File: src/lsrs_pkg.sv
`timescale 1ns / 1ps
package lsrs_pkg;
    localparam int StackDepthDefault = 8;
    localparam int MaxResults = 8;

    localparam logic [2:0] REQ_PUSH      = 3'd0;
    localparam logic [2:0] REQ_POP       = 3'd1;
    localparam logic [2:0] REQ_RESUME    = 3'd2;
    localparam logic [2:0] REQ_READ      = 3'd3;
    localparam logic [2:0] REQ_SNAP      = 3'd4;
    localparam logic [2:0] REQ_STAT      = 3'd5;
    localparam logic [2:0] REQ_CLEAR     = 3'd6;
    localparam logic [2:0] REQ_CLEAR_ALT = 3'd7;

    // Statistic selectors below SEL_DEEPEST pick an event counter.
    localparam logic [2:0] SEL_DEEPEST = 3'd6;

    localparam logic [1:0] ST_OK    = 2'd0;
    localparam logic [1:0] ST_FULL  = 2'd1;
    localparam logic [1:0] ST_EMPTY = 2'd2;
    localparam logic [1:0] ST_RANGE = 2'd3;

    localparam logic [1:0] LIFE_INIT      = 2'd0;
    localparam logic [1:0] LIFE_RESUMED   = 2'd1;
    localparam logic [1:0] LIFE_PAUSED    = 2'd2;
    localparam logic [1:0] LIFE_DESTROYED = 2'd3;

    localparam int EvLaunch  = 0;
    localparam int EvExit    = 1;
    localparam int EvResume  = 2;
    localparam int EvPause   = 3;
    localparam int EvDestroy = 4;
    localparam int EvDrop    = 5;

    typedef struct packed {
        logic [2:0]  req;
        logic [31:0] owner;
        logic [31:0] process;
        logic [5:0]  idx;
        logic [6:0]  want;
        logic [2:0]  sel;
    } t_req;
endpackage

File: src/lsrs_front.sv
`timescale 1ns / 1ps
// Two-entry request queue between the input channel and the execution engine.
module lsrs_front
    import lsrs_pkg::*;
(
    input  logic i_clk,
    input  logic i_rst_n,
    input  logic i_valid,
    output logic o_stall,
    input  t_req i_req,
    output logic o_valid,
    input  logic i_take,
    output t_req o_req
);
    t_req       r_q [2];
    logic       r_wp, r_rp;
    logic [1:0] r_cnt;
    logic       w_push, w_pop;

    assign o_stall = (r_cnt == 2'd2);
    assign w_push  = i_valid && !o_stall;
    assign o_valid = (r_cnt != 2'd0);
    assign w_pop   = o_valid && i_take;
    assign o_req   = r_q[r_rp];

    always_ff @(posedge i_clk) begin
        if (w_push) begin
            r_q[r_wp] <= i_req;
        end
        if (!i_rst_n) begin
            r_wp <= 1'b0;
            r_rp <= 1'b0;
            r_cnt <= 2'd0;
        end else begin
            if (w_push) r_wp <= ~r_wp;
            if (w_pop) r_rp <= ~r_rp;
            r_cnt <= r_cnt + {1'b0, w_push} - {1'b0, w_pop};
        end
    end
endmodule

File: src/lsrs_back.sv
`timescale 1ns / 1ps
// Executes one request at a time; a snapshot scans one slot per cycle.
module lsrs_back
    import lsrs_pkg::*;
#(
    parameter int STACK_DEPTH = StackDepthDefault
) (
    input  logic        i_clk,
    input  logic        i_rst_n,
    input  logic        i_valid,
    output logic        o_take,
    input  t_req        i_req,
    output logic        o_valid,
    input  logic        i_stall,
    output logic [1:0]  o_status,
    output logic [5:0]  o_slot_position,
    output logic [31:0] o_owner_out,
    output logic [31:0] o_process_out,
    output logic [1:0]  o_life_state,
    output logic [31:0] o_launch_seq,
    output logic [6:0]  o_depth_now,
    output logic [31:0] o_stat_value,
    output logic        o_last
);
    localparam int IW = (STACK_DEPTH > 1) ? $clog2(STACK_DEPTH) : 1;
    localparam int DW = $clog2(STACK_DEPTH + 1);
    localparam logic [DW-1:0] DFULL = DW'(STACK_DEPTH);

    typedef enum logic [1:0] {S_IDLE, S_SCAN, S_EMIT, S_OUT} t_state;

    logic [31:0]        r_owner [STACK_DEPTH];
    logic [31:0]        r_proc  [STACK_DEPTH];
    logic [1:0]         r_life  [STACK_DEPTH];
    logic [31:0]        r_seq   [STACK_DEPTH];
    logic [STACK_DEPTH-1:0] r_taken;
    logic [DW-1:0]      r_depth, r_deep;
    logic [31:0]        r_ctr, r_ev [6];
    t_state             r_state;
    logic [IW-1:0]      r_i, r_best;
    logic               r_found;
    logic [6:0]         r_limit, r_k;
    logic               r_ov;

    logic [IW-1:0] w_top, w_below, w_idx;
    logic [31:0]   w_ctr1;
    logic          w_better;

    assign o_valid = r_ov;
    assign o_take  = (r_state == S_IDLE) && !r_ov;
    assign w_top   = IW'(r_depth - DW'(1));
    assign w_below = IW'(r_depth - DW'(2));
    assign w_idx   = IW'(i_req.idx);
    assign w_ctr1  = r_ctr + 32'd1;
    assign w_better = !r_taken[r_i] && (!r_found || r_seq[r_i] > r_seq[r_best]);

    always_ff @(posedge i_clk) begin
        if (!i_rst_n) begin
            r_state <= S_IDLE;
            r_ov <= 1'b0;
            r_depth <= '0;
            r_deep <= '0;
            r_ctr <= '0;
            for (int j = 0; j < 6; j++) r_ev[j] <= '0;
            for (int j = 0; j < STACK_DEPTH; j++) begin
                r_life[j] <= LIFE_INIT;
                r_seq[j] <= '0;
            end
        end else begin
            if (r_ov && !i_stall) r_ov <= 1'b0;
            case (r_state)
                S_IDLE: begin
                    if (i_valid && !r_ov) begin
                        o_status <= ST_OK;
                        o_slot_position <= '0;
                        o_owner_out <= '0;
                        o_process_out <= '0;
                        o_life_state <= LIFE_INIT;
                        o_launch_seq <= '0;
                        o_stat_value <= '0;
                        o_last <= 1'b1;
                        o_depth_now <= 7'(r_depth);
                        r_ov <= 1'b1;
                        case (i_req.req)
                            REQ_PUSH: begin
                                if (r_depth == DFULL) begin
                                    r_ev[EvDrop] <= r_ev[EvDrop] + 32'd1;
                                    o_status <= ST_FULL;
                                end else begin
                                    if (r_depth != '0 && r_life[w_top] == LIFE_RESUMED) begin
                                        r_life[w_top] <= LIFE_PAUSED;
                                        r_ev[EvPause] <= r_ev[EvPause] + 32'd1;
                                    end
                                    r_owner[IW'(r_depth)] <= i_req.owner;
                                    r_proc[IW'(r_depth)] <= i_req.process;
                                    r_life[IW'(r_depth)] <= LIFE_INIT;
                                    r_seq[IW'(r_depth)] <= w_ctr1;
                                    r_ctr <= w_ctr1;
                                    r_depth <= r_depth + DW'(1);
                                    if (r_depth + DW'(1) > r_deep) r_deep <= r_depth + DW'(1);
                                    r_ev[EvLaunch] <= r_ev[EvLaunch] + 32'd1;
                                    o_slot_position <= 6'(r_depth);
                                    o_owner_out <= i_req.owner;
                                    o_process_out <= i_req.process;
                                    o_launch_seq <= w_ctr1;
                                    o_depth_now <= 7'(r_depth + DW'(1));
                                end
                            end
                            REQ_POP: begin
                                if (r_depth == '0) begin
                                    o_status <= ST_EMPTY;
                                end else begin
                                    if (r_life[w_top] != LIFE_DESTROYED)
                                        r_ev[EvDestroy] <= r_ev[EvDestroy] + 32'd1;
                                    r_life[w_top] <= LIFE_DESTROYED;
                                    r_depth <= r_depth - DW'(1);
                                    r_ev[EvExit] <= r_ev[EvExit] + 32'd1;
                                    o_slot_position <= 6'(w_top);
                                    o_owner_out <= r_owner[w_top];
                                    o_process_out <= r_proc[w_top];
                                    o_life_state <= LIFE_DESTROYED;
                                    o_launch_seq <= r_seq[w_top];
                                    o_depth_now <= 7'(r_depth - DW'(1));
                                    if (r_depth > DW'(1)) begin
                                        if (r_life[w_below] != LIFE_RESUMED)
                                            r_ev[EvResume] <= r_ev[EvResume] + 32'd1;
                                        r_life[w_below] <= LIFE_RESUMED;
                                        r_seq[w_below] <= w_ctr1;
                                        r_ctr <= w_ctr1;
                                    end
                                end
                            end
                            REQ_RESUME: begin
                                if (r_depth == '0) begin
                                    o_status <= ST_EMPTY;
                                end else begin
                                    if (r_life[w_top] != LIFE_RESUMED)
                                        r_ev[EvResume] <= r_ev[EvResume] + 32'd1;
                                    r_life[w_top] <= LIFE_RESUMED;
                                    r_seq[w_top] <= w_ctr1;
                                    r_ctr <= w_ctr1;
                                    o_slot_position <= 6'(w_top);
                                    o_owner_out <= r_owner[w_top];
                                    o_process_out <= r_proc[w_top];
                                    o_life_state <= LIFE_RESUMED;
                                    o_launch_seq <= w_ctr1;
                                end
                            end
                            REQ_READ: begin
                                if (7'(i_req.idx) >= 7'(r_depth)) begin
                                    o_status <= ST_RANGE;
                                end else begin
                                    o_slot_position <= i_req.idx;
                                    o_owner_out <= r_owner[w_idx];
                                    o_process_out <= r_proc[w_idx];
                                    o_life_state <= r_life[w_idx];
                                    o_launch_seq <= r_seq[w_idx];
                                end
                            end
                            REQ_SNAP: begin
                                if (i_req.want == '0 || r_depth == '0) begin
                                    o_status <= ST_EMPTY;
                                end else begin
                                    r_ov <= 1'b0;
                                    r_limit <= (i_req.want < 7'(r_depth)) ? i_req.want
                                                                         : 7'(r_depth);
                                    if (i_req.want > 7'(MaxResults) && r_depth > DW'(MaxResults))
                                        r_limit <= 7'(MaxResults);
                                    else if (i_req.want >= 7'(r_depth) && r_depth > DW'(MaxResults))
                                        r_limit <= 7'(MaxResults);
                                    r_k <= '0;
                                    r_taken <= '0;
                                    r_i <= '0;
                                    r_found <= 1'b0;
                                    r_state <= S_SCAN;
                                end
                            end
                            REQ_STAT: begin
                                if (i_req.sel < SEL_DEEPEST) o_stat_value <= r_ev[i_req.sel];
                                else if (i_req.sel == SEL_DEEPEST) o_stat_value <= 32'(r_deep);
                                else o_status <= ST_RANGE;
                            end
                            default: begin
                                r_depth <= '0;
                                r_deep <= '0;
                                r_ctr <= '0;
                                for (int j = 0; j < 6; j++) r_ev[j] <= '0;
                                for (int j = 0; j < STACK_DEPTH; j++) begin
                                    r_life[j] <= LIFE_INIT;
                                    r_seq[j] <= '0;
                                end
                                o_depth_now <= '0;
                            end
                        endcase
                    end
                end
                S_SCAN: begin
                    if (w_better) begin
                        r_best <= r_i;
                        r_found <= 1'b1;
                    end
                    if (DW'(r_i) == r_depth - DW'(1)) r_state <= S_EMIT;
                    else r_i <= r_i + IW'(1);
                end
                S_EMIT: begin
                    if (!r_ov) begin
                        r_taken[r_best] <= 1'b1;
                        o_status <= ST_OK;
                        o_slot_position <= 6'(r_best);
                        o_owner_out <= r_owner[r_best];
                        o_process_out <= r_proc[r_best];
                        o_life_state <= r_life[r_best];
                        o_launch_seq <= r_seq[r_best];
                        o_depth_now <= 7'(r_depth);
                        o_stat_value <= '0;
                        o_last <= (r_k + 7'd1 == r_limit);
                        r_ov <= 1'b1;
                        r_k <= r_k + 7'd1;
                        r_i <= '0;
                        r_found <= 1'b0;
                        r_state <= (r_k + 7'd1 == r_limit) ? S_OUT : S_SCAN;
                    end
                end
                S_OUT: begin
                    r_state <= S_IDLE;
                end
                default: r_state <= S_IDLE;
            endcase
        end
    end
endmodule

File: src/lifecycle_stack_with_recency_snapshot.sv
`timescale 1ns / 1ps
// Bounded lifecycle stack with an MRU-first snapshot readout. A request is
// queued in a two-entry front queue and executed one at a time by the back end.
// Push, pop, resume, slot read, statistic read and clear each return one beat
// that is valid the cycle after the back end takes the request. The back end
// takes the next request only once the previous beat has left. A snapshot of n
// entries returns n beats, n being the requested count capped at the live depth
// and at MaxResults, and each beat costs one scan over the live slots followed
// by an emit step. No clearing pass follows reset.
module lifecycle_stack_with_recency_snapshot
    import lsrs_pkg::*;
#(
    parameter int STACK_DEPTH = StackDepthDefault
) (
    input  logic        i_clk,
    input  logic        i_rst_n,
    input  logic        i_valid,
    output logic        o_stall,
    input  logic [2:0]  i_req_type,
    input  logic [31:0] i_owner_id,
    input  logic [31:0] i_process_id,
    input  logic [5:0]  i_slot_index,
    input  logic [6:0]  i_snap_count,
    input  logic [2:0]  i_stat_select,
    output logic        o_valid,
    input  logic        i_stall,
    output logic [1:0]  o_status,
    output logic [5:0]  o_slot_position,
    output logic [31:0] o_owner_out,
    output logic [31:0] o_process_out,
    output logic [1:0]  o_life_state,
    output logic [31:0] o_launch_seq,
    output logic [6:0]  o_depth_now,
    output logic [31:0] o_stat_value,
    output logic        o_last
);
    t_req w_in, w_q;
    logic w_qv, w_take;

    assign w_in = '{req: i_req_type, owner: i_owner_id, process: i_process_id,
                    idx: i_slot_index, want: i_snap_count, sel: i_stat_select};

    lsrs_front u_front (
        .i_clk(i_clk), .i_rst_n(i_rst_n), .i_valid(i_valid), .o_stall(o_stall),
        .i_req(w_in), .o_valid(w_qv), .i_take(w_take), .o_req(w_q)
    );

    lsrs_back #(.STACK_DEPTH(STACK_DEPTH)) u_back (
        .i_clk(i_clk), .i_rst_n(i_rst_n), .i_valid(w_qv), .o_take(w_take),
        .i_req(w_q), .o_valid(o_valid), .i_stall(i_stall), .o_status(o_status),
        .o_slot_position(o_slot_position), .o_owner_out(o_owner_out),
        .o_process_out(o_process_out), .o_life_state(o_life_state),
        .o_launch_seq(o_launch_seq), .o_depth_now(o_depth_now),
        .o_stat_value(o_stat_value), .o_last(o_last)
    );
endmodule
File: config.mk
export PLATFORM = sky130hd
export DESIGN_NAME = lifecycle_stack_with_recency_snapshot
export DESIGN_NICKNAME = d
export VERILOG_FILES = /design/src/lsrs_pkg.sv /design/src/lsrs_front.sv /design/src/lsrs_back.sv /design/src/lifecycle_stack_with_recency_snapshot.sv
export SDC_FILE = /design/constraint.sdc
export NUM_CORES = 2
export LEC_CHECK = 0
export ABC_AREA = 1
export BUFFER_PORTS_ARGS = -buffer_cell sky130_fd_sc_hd__clkbuf_2
export CAP_MARGIN = 25
export CORE_AREA = 2 2 449 451
export CTS_BUF_LIST = sky130_fd_sc_hd__clkbuf_4 sky130_fd_sc_hd__clkbuf_8
export DETAILED_ROUTE_END_ITERATION = 7
export DIE_AREA = 0 0 451 453
export PLACE_DENSITY = 0.62
export SYNTH_ARGS = -nofsm -noshare
export SYNTH_HDL_FRONTEND = slang
export SYNTH_SLANG_ARGS = --single-unit
File: constraint.sdc
create_clock -name i_clk -period 12.7 [get_ports i_clk]
set_input_delay 1.27 -clock i_clk [delete_from_list [all_inputs] [get_ports i_clk]]
set_output_delay 1.27 -clock i_clk [all_outputs]
set_load 0.05 [all_outputs]
Word-level counts from Yosys, hierarchy flattened

Memory sizes are Yosys's and may differ from the RTL's. A register that Yosys moved wholly into a read port is not among the register bits.
Cells that the tools add are included.
Widths: inputs -> output; s select.

Bits in registers: 222
RAM bits: 1,142
Input port bits: 87
Output and inout port bits: 148
Memories: 6

Add/subtract/negate cells: 16
$lt $le $gt $ge: 12
Equality and inequality tests: 29
Mux-type cells: 235
Bitwise logic cells: 39
Reductions and logical operators: 48

Memory list:

| name           | words | width | rd ports | clocked after memory_dff | write ports | line             | RTL |
|---|---|---|---|---|---|---|---|
| u_back.r_owner | 8     | 32    | 3        | 1                        | 1           | lsrs_back.sv:31  | `logic [31:0] r_owner [STACK_DEPTH];` |
| u_back.r_proc  | 8     | 32    | 3        | 1                        | 1           | lsrs_back.sv:32  | `logic [31:0] r_proc [STACK_DEPTH];` |
| u_back.r_seq   | 8     | 32    | 4        | 2                        | 8           | lsrs_back.sv:34  | `logic [31:0] r_seq [STACK_DEPTH];` |
| u_back.r_ev    | 6     | 32    | 7        | 0                        | 6           | lsrs_back.sv:37  | `logic [31:0] r_ctr, r_ev [6];` |
| u_front.r_q    | 2     | 83    | 1        | 1                        | 1           | lsrs_front.sv:15 | `t_req r_q [2];` |
| u_back.r_life  | 8     | 2     | 4        | 1                        | 8           | lsrs_back.sv:33  | `logic [1:0] r_life [STACK_DEPTH];` |

Operators with widths:

| operator              | number |
|---|---|
| $mux 32               | 48 |
| $pmux 32 s2           | 4 |
| $pmux 32 s4           | 2 |
| $add 32x1->32 const B | 7 |
| $pmux 32 s3           | 2 |
| $reduce_or 32->1      | 3 |
| $mux 1                | 91 |
| $mux 2                | 30 |
| $mux 3                | 17 |
| $mux 7                | 7 |
| $gt 32x32->1          | 1 |
| $mux 8                | 4 |
| $or 1x1->1            | 31 |
| $mux 4                | 7 |
| $pmux 7 s2            | 2 |
| $pmux 7 s3            | 1 |
| $reduce_and 7->1      | 3 |
| $reduce_and 5->1      | 4 |
| $mux 6                | 3 |
| $ne 2x2->1 const B    | 9 |
| $pmux 6 s3            | 1 |
| $pmux 8 s2            | 1 |
| $ne 2x1->1 const B    | 6 |
| $pmux 4 s3            | 1 |
| other kinds (59)      | 94 |

Longest topological paths before layout

An unclocked memory read counts as a cell.

Depth in word-level cells: 15
Gate-level depth with buffers: 25
Depth with buffers taken out: 23

Modules after synthesis

A second synthesis with hierarchy kept.

Cells, all modules: 9,466
Area, all modules: 78,979.5 sq um

By module, submodules not included:

| module     | instances | cells an instance | area each (sq um) |
|---|---|---|---|
| lsrs_back  | 1         | 9,170             | 72,393.2 |
| lsrs_front | 1         | 296               | 6,586.3 |

Least setup slack after synthesis

No wires, ideal clock.

Path kind: input to register
From: in i_rst_n
To: reg u_back.r_k[0] (enable)
Setup time: 0.410 ns
Arrival time: 9.050 ns
Data required time: 12.290 ns
Path slack: 3.240 ns
Cell stages on the path: 5
Buffers on the path: 0
Cells stage by stage: inv_1 -> nor2_1 -> inv_1 -> nor2_1 -> a21boi_0

Word-level cells in the longest chain between the ends: 1

RTL lines:

| what                       | line                                        | RTL |
|---|---|---|
| start, declared            | lifecycle_stack_with_recency_snapshot.sv:16 | `input logic i_rst_n,` |
| $reduce_and 6->1 (no line) | n/a                                         |  |
| end signal, assigned       | lsrs_back.sv:217                            | `r_k <= r_k + 7'd1;` |
| end, declared              | lsrs_back.sv:41                             | `logic [6:0] r_limit, r_k;` |

No other way between the ends.
A chain may end at the register's enable or synchronous reset.

==> summary by stage <==
Critical path
The timing endpoint of the critical path is u_back.o_process_out[4]. Across all register-to-register paths, the minimum setup slack is between 6 and 7 ns. Measured in cells, the most critical reg-to-reg path has a length of 16. At the worst endpoint, the required time is 13.57 ns.

The data arrival at the endpoint of the critical path is just over 7 ns. The slowest cell on the critical path is sky130_fd_sc_hd__buf_4. The most frequent cell on the critical path is sky130_fd_sc_hd__nand3_1. Of all nets on the critical path, the largest fanout is 100. The worst setup path is captured at a flop.

The maximum cell stage delay along the critical path is between 0.7 and 0.8 ns. The signal on the critical path passes through inv_4 > or2_2 > o21ai_4 > buf_12 > inv_4 > ha_1 > a21boi_0 > o21ai_0 > nand3_1 > nor2_4 > buf_4 > buf_4 > nand3_1 > nand3_1 > nand2_1 > nand2_1. The destination of the worst register-to-register timing path is u_back.o_process_out[4].

STA classifies the critical path startpoint as a flop. Counting both buffers and inverters, the worst setup path holds a total of 5. The worst setup path is of the flop to flop kind. The cell family contributing the most delay on the critical path is buffers and inverters. In this run the number of cells on the critical path is 16.

Drt
The via count of the routed design is 73884. The count of nets left with antenna violations once routing finished came out at 0. After detailed routing, the average wire length per cell comes to 22.5 um. After the first detailed-routing iteration, the DRC count stood at slightly below 10000. The average via count per standard cell is between 5 and 6. The total wirelength of the detailed-routed design is 286000 um. The residual DRC count is 2. The first TritonRoute pass finished after 8 iterations.

Flow run
The tool flagged a number of max-cap violations equal to 0.

Clocking
The H-tree level count is 4. The clock passes through at most 3 buffers. The clock net sink count is 1370.

The number of setup buffers added after CTS is 0. The CTS tree is done. The quantity of hold-fixing buffers added after cts is 0. The clock transition at the register clock pins on the worst setup and hold paths after CTS is 0.06 ns.

The post-CTS resize count is 0. The source-to-sink clock delay at the later pin of the worst-skew pair is 1.03 ns. The number of CTS-inserted buffers is 237. The tree is rooted in a sky130_fd_sc_hd__clkbuf_8.

Cells and area
In the layout the commonest cells are sky130_fd_sc_hd__nand2_1 (2587), sky130_fd_sc_hd__o21ai_0 (1314), sky130_fd_sc_hd__edfxtp_1 (1308). The final net count is 9998. The total of fill cells in the finished design is 19310. From synthesis to final layout, the design area changed by 10.4%. The final instance area is 87800 um2.

Leaving out fill and tap cells, the most frequent cell in the layout is sky130_fd_sc_hd__nand2_1. Of the cells placed in the final design, the portion with a size suffix greater than 1 is 0.0899.

Status
The run finished, with violations left. The final reports fail on DRC.

Timing
Setup violations remaining at the end of the flow were counted as 0. Headroom to the max-slew limit came out at 0.174. After routing, the total negative slack on setup checks comes to 0 ns.

On the final layout, the worst clock skew is 0.0599 ns. The number of endpoints with negative hold slack in the final report was 0. The transition at the pin with the smallest max-transition slack is 1.24 ns.

The number of max-slew violations in the final report is 0. The final critical delay including setup and external delays is ~6.2 ns. Timing would allow up to 161 MHz. In the finished design, the share of the clock period the worst path needs comes to 0.489. Setup repair after global routing left no endpoint under its margin.

Global routing
The residual overflow from global routing is 0. The first global-routing pass estimated 422000 um of wire. The via count of the first global-routing pass is 69076.

Entering global routing, the biggest net connects 227 pins. The initial antenna violation count came to 3. The total global-route track usage is 0.268.

Floorplan
The total I/O pin count is 235. The starting density of the core is 0.399. The core region area is 199000 um2. The number of rows in the core area is 164. The die is 453 um tall. The die outline width is 451 um. The area enclosed by the die boundary is 204000 um2.

Synth
During synthesis, Yosys emitted a total of 0 warnings. After synthesis, the netlist uses 58 different library cells. The gate count after technology mapping is 9890. The cell accounting for the most synthesized area is sky130_fd_sc_hd__edfxtp_1. The total of flip-flops plus latches after synthesis is between 1000 and 1500. After synthesis, the mean cell area works out to 8.04 um2. After synthesis the cells add up to 79500 um2. For this run, the leading register cell type out of synthesis is sky130_fd_sc_hd__edfxtp_1. Of the post-synthesis cell area, the dominant cell type holds 0.494. The async set-or-reset flop fraction in the synthesized netlist is 0. After synthesis, the cell types taking the most area are sky130_fd_sc_hd__edfxtp_1 (49%), sky130_fd_sc_hd__nand2_1 (12%), sky130_fd_sc_hd__o21ai_0 (8.3%). Counting flops with a built-in enable in the synthesized netlist gives approximately 1300. The fraction of the yosys area taken by sequential cells is 0.509.

Power
In this run the static leakage power is about 33 nW. The post-route total power is between 15 and 20 mW. The power per cell area is 213 nW/um2.

Across the VDD grid, the largest voltage drop is 0.236 mV.

Place
Port buffering added 234 buffers. The congestion estimate from routability-driven global placement came to 0.943. The area of placed instances is 82800 um2. Once detailed placement completed, the half-perimeter wirelength came to about 170000 um.

Min path
The hold path depth is 1. The worst hold path begins at i_owner_id[9]. The classification of the worst-slack hold path is primary input to flop.
## report_power, final
part	total (mW)	leakage [nW]	switching, mW	internal [mW]
sequential	6.26	13.1	0.411	5.85
combinational	8.23	17.7	6.33	1.90
clock	4.25	2.59	1.96	2.29
total	18.7	33.3	8.70	10.0
## kinds of logic after synthesis
logic type,after synthesis,share of synthesized area
adders and majority gates,65,0.0102
AOI/OAI and AO/OA,2568,0.177
buffers and inverters,1504,0.0733
other,1,0.0000471
muxes,1,0.000126
and+or+nand+nor,4316,0.222
xor gates and xnor gates,65,0.00716
DFF,1370,0.509
## state kept, by name, summed over array words and instances, names as in the netlist, 3 cells and up, named ones only
signal                  count
u_back.r_owner            256
u_back.r_proc             256
u_back.r_seq              256
u_back.r_ev               192
u_front.r_q               166
u_back.o_launch_seq        32
u_back.o_owner_out         32
u_back.o_process_out       32
u_back.o_stat_value        32
u_back.r_ctr               32
u_back.r_life              16
u_back.r_taken              8
u_back.r_k                  7
u_back.r_limit              7
u_back.o_depth_now          6
u_back.o_slot_position      6
u_back.r_deep               4
u_back.r_depth              4
u_back.r_best               3
u_back.r_i                  3
## worst min-delay path by stage
stage                                     to  slack [ns]
after global routing      u_front.r_q[1][54]        0.37
after global placement      u_front.r_cnt[1]        0.45
final                     u_front.r_q[1][57]        0.43
after CTS                 u_front.r_q[1][30]        0.34
after floorplan             u_front.r_cnt[1]        0.44
after detailed placement    u_front.r_cnt[1]        0.47
## metrics by stage
stage	cells	util	hold slack (ns)	setup slack, ns
detailed placement	12257	0.416	0.468	6.70
finish	12701	0.441	0.430	6.49
global placement	12251	0.415	0.453	6.82
global route	12700	0.441	0.368	6.39
CTS	12690	0.440	0.344	6.63
floorplan	9895	-	0.443	3.24
## per-layer routing
layer | up-vias | track usage | share of wire
met5 | - | 0 | 0
met4 | 0 | 0.146 | 0.053
met3 | 928 | 0.0522 | 0.11
met2 | 4471 | 0.424 | 0.45
met1 | 34694 | 0.347 | 0.39
li1 | 33791 | - | -
## cell usage after synthesis (all sizes together) (15+ instances only)
cell type,n
nor2,857
nand2,2610
a22oi,26
xor2,54
o211ai,319
nand3,586
nor3b,21
inv,844
ha,65
a21oi,712
or2,51
dfxtp,62
nand3b,15
o21ai,1324
buf,211
nand4,71
a31oi,70
o22ai,75
nor3,84
clkbuf,442
edfxtp,1308
## cell type report
| cell class | count | area, um2 | share of cell area |
|---|---|---|---|
| inverter | 851 | 3230 | 0.0368 |
| tap | 2656 | 3320 | 0.0378 |
| timing repair buffer | 365 | 2390 | 0.0272 |
| sequential | 1370 | 40500 | 0.462 |
| clock inverter | 118 | 936 | 0.0107 |
| clock buffer | 315 | 3950 | 0.0450 |
| multi-input combinational | 7021 | 33400 | 0.381 |
| antenna | 5 | 12.5 | 0.000142 |
Power figures use the tool's default switching activity.
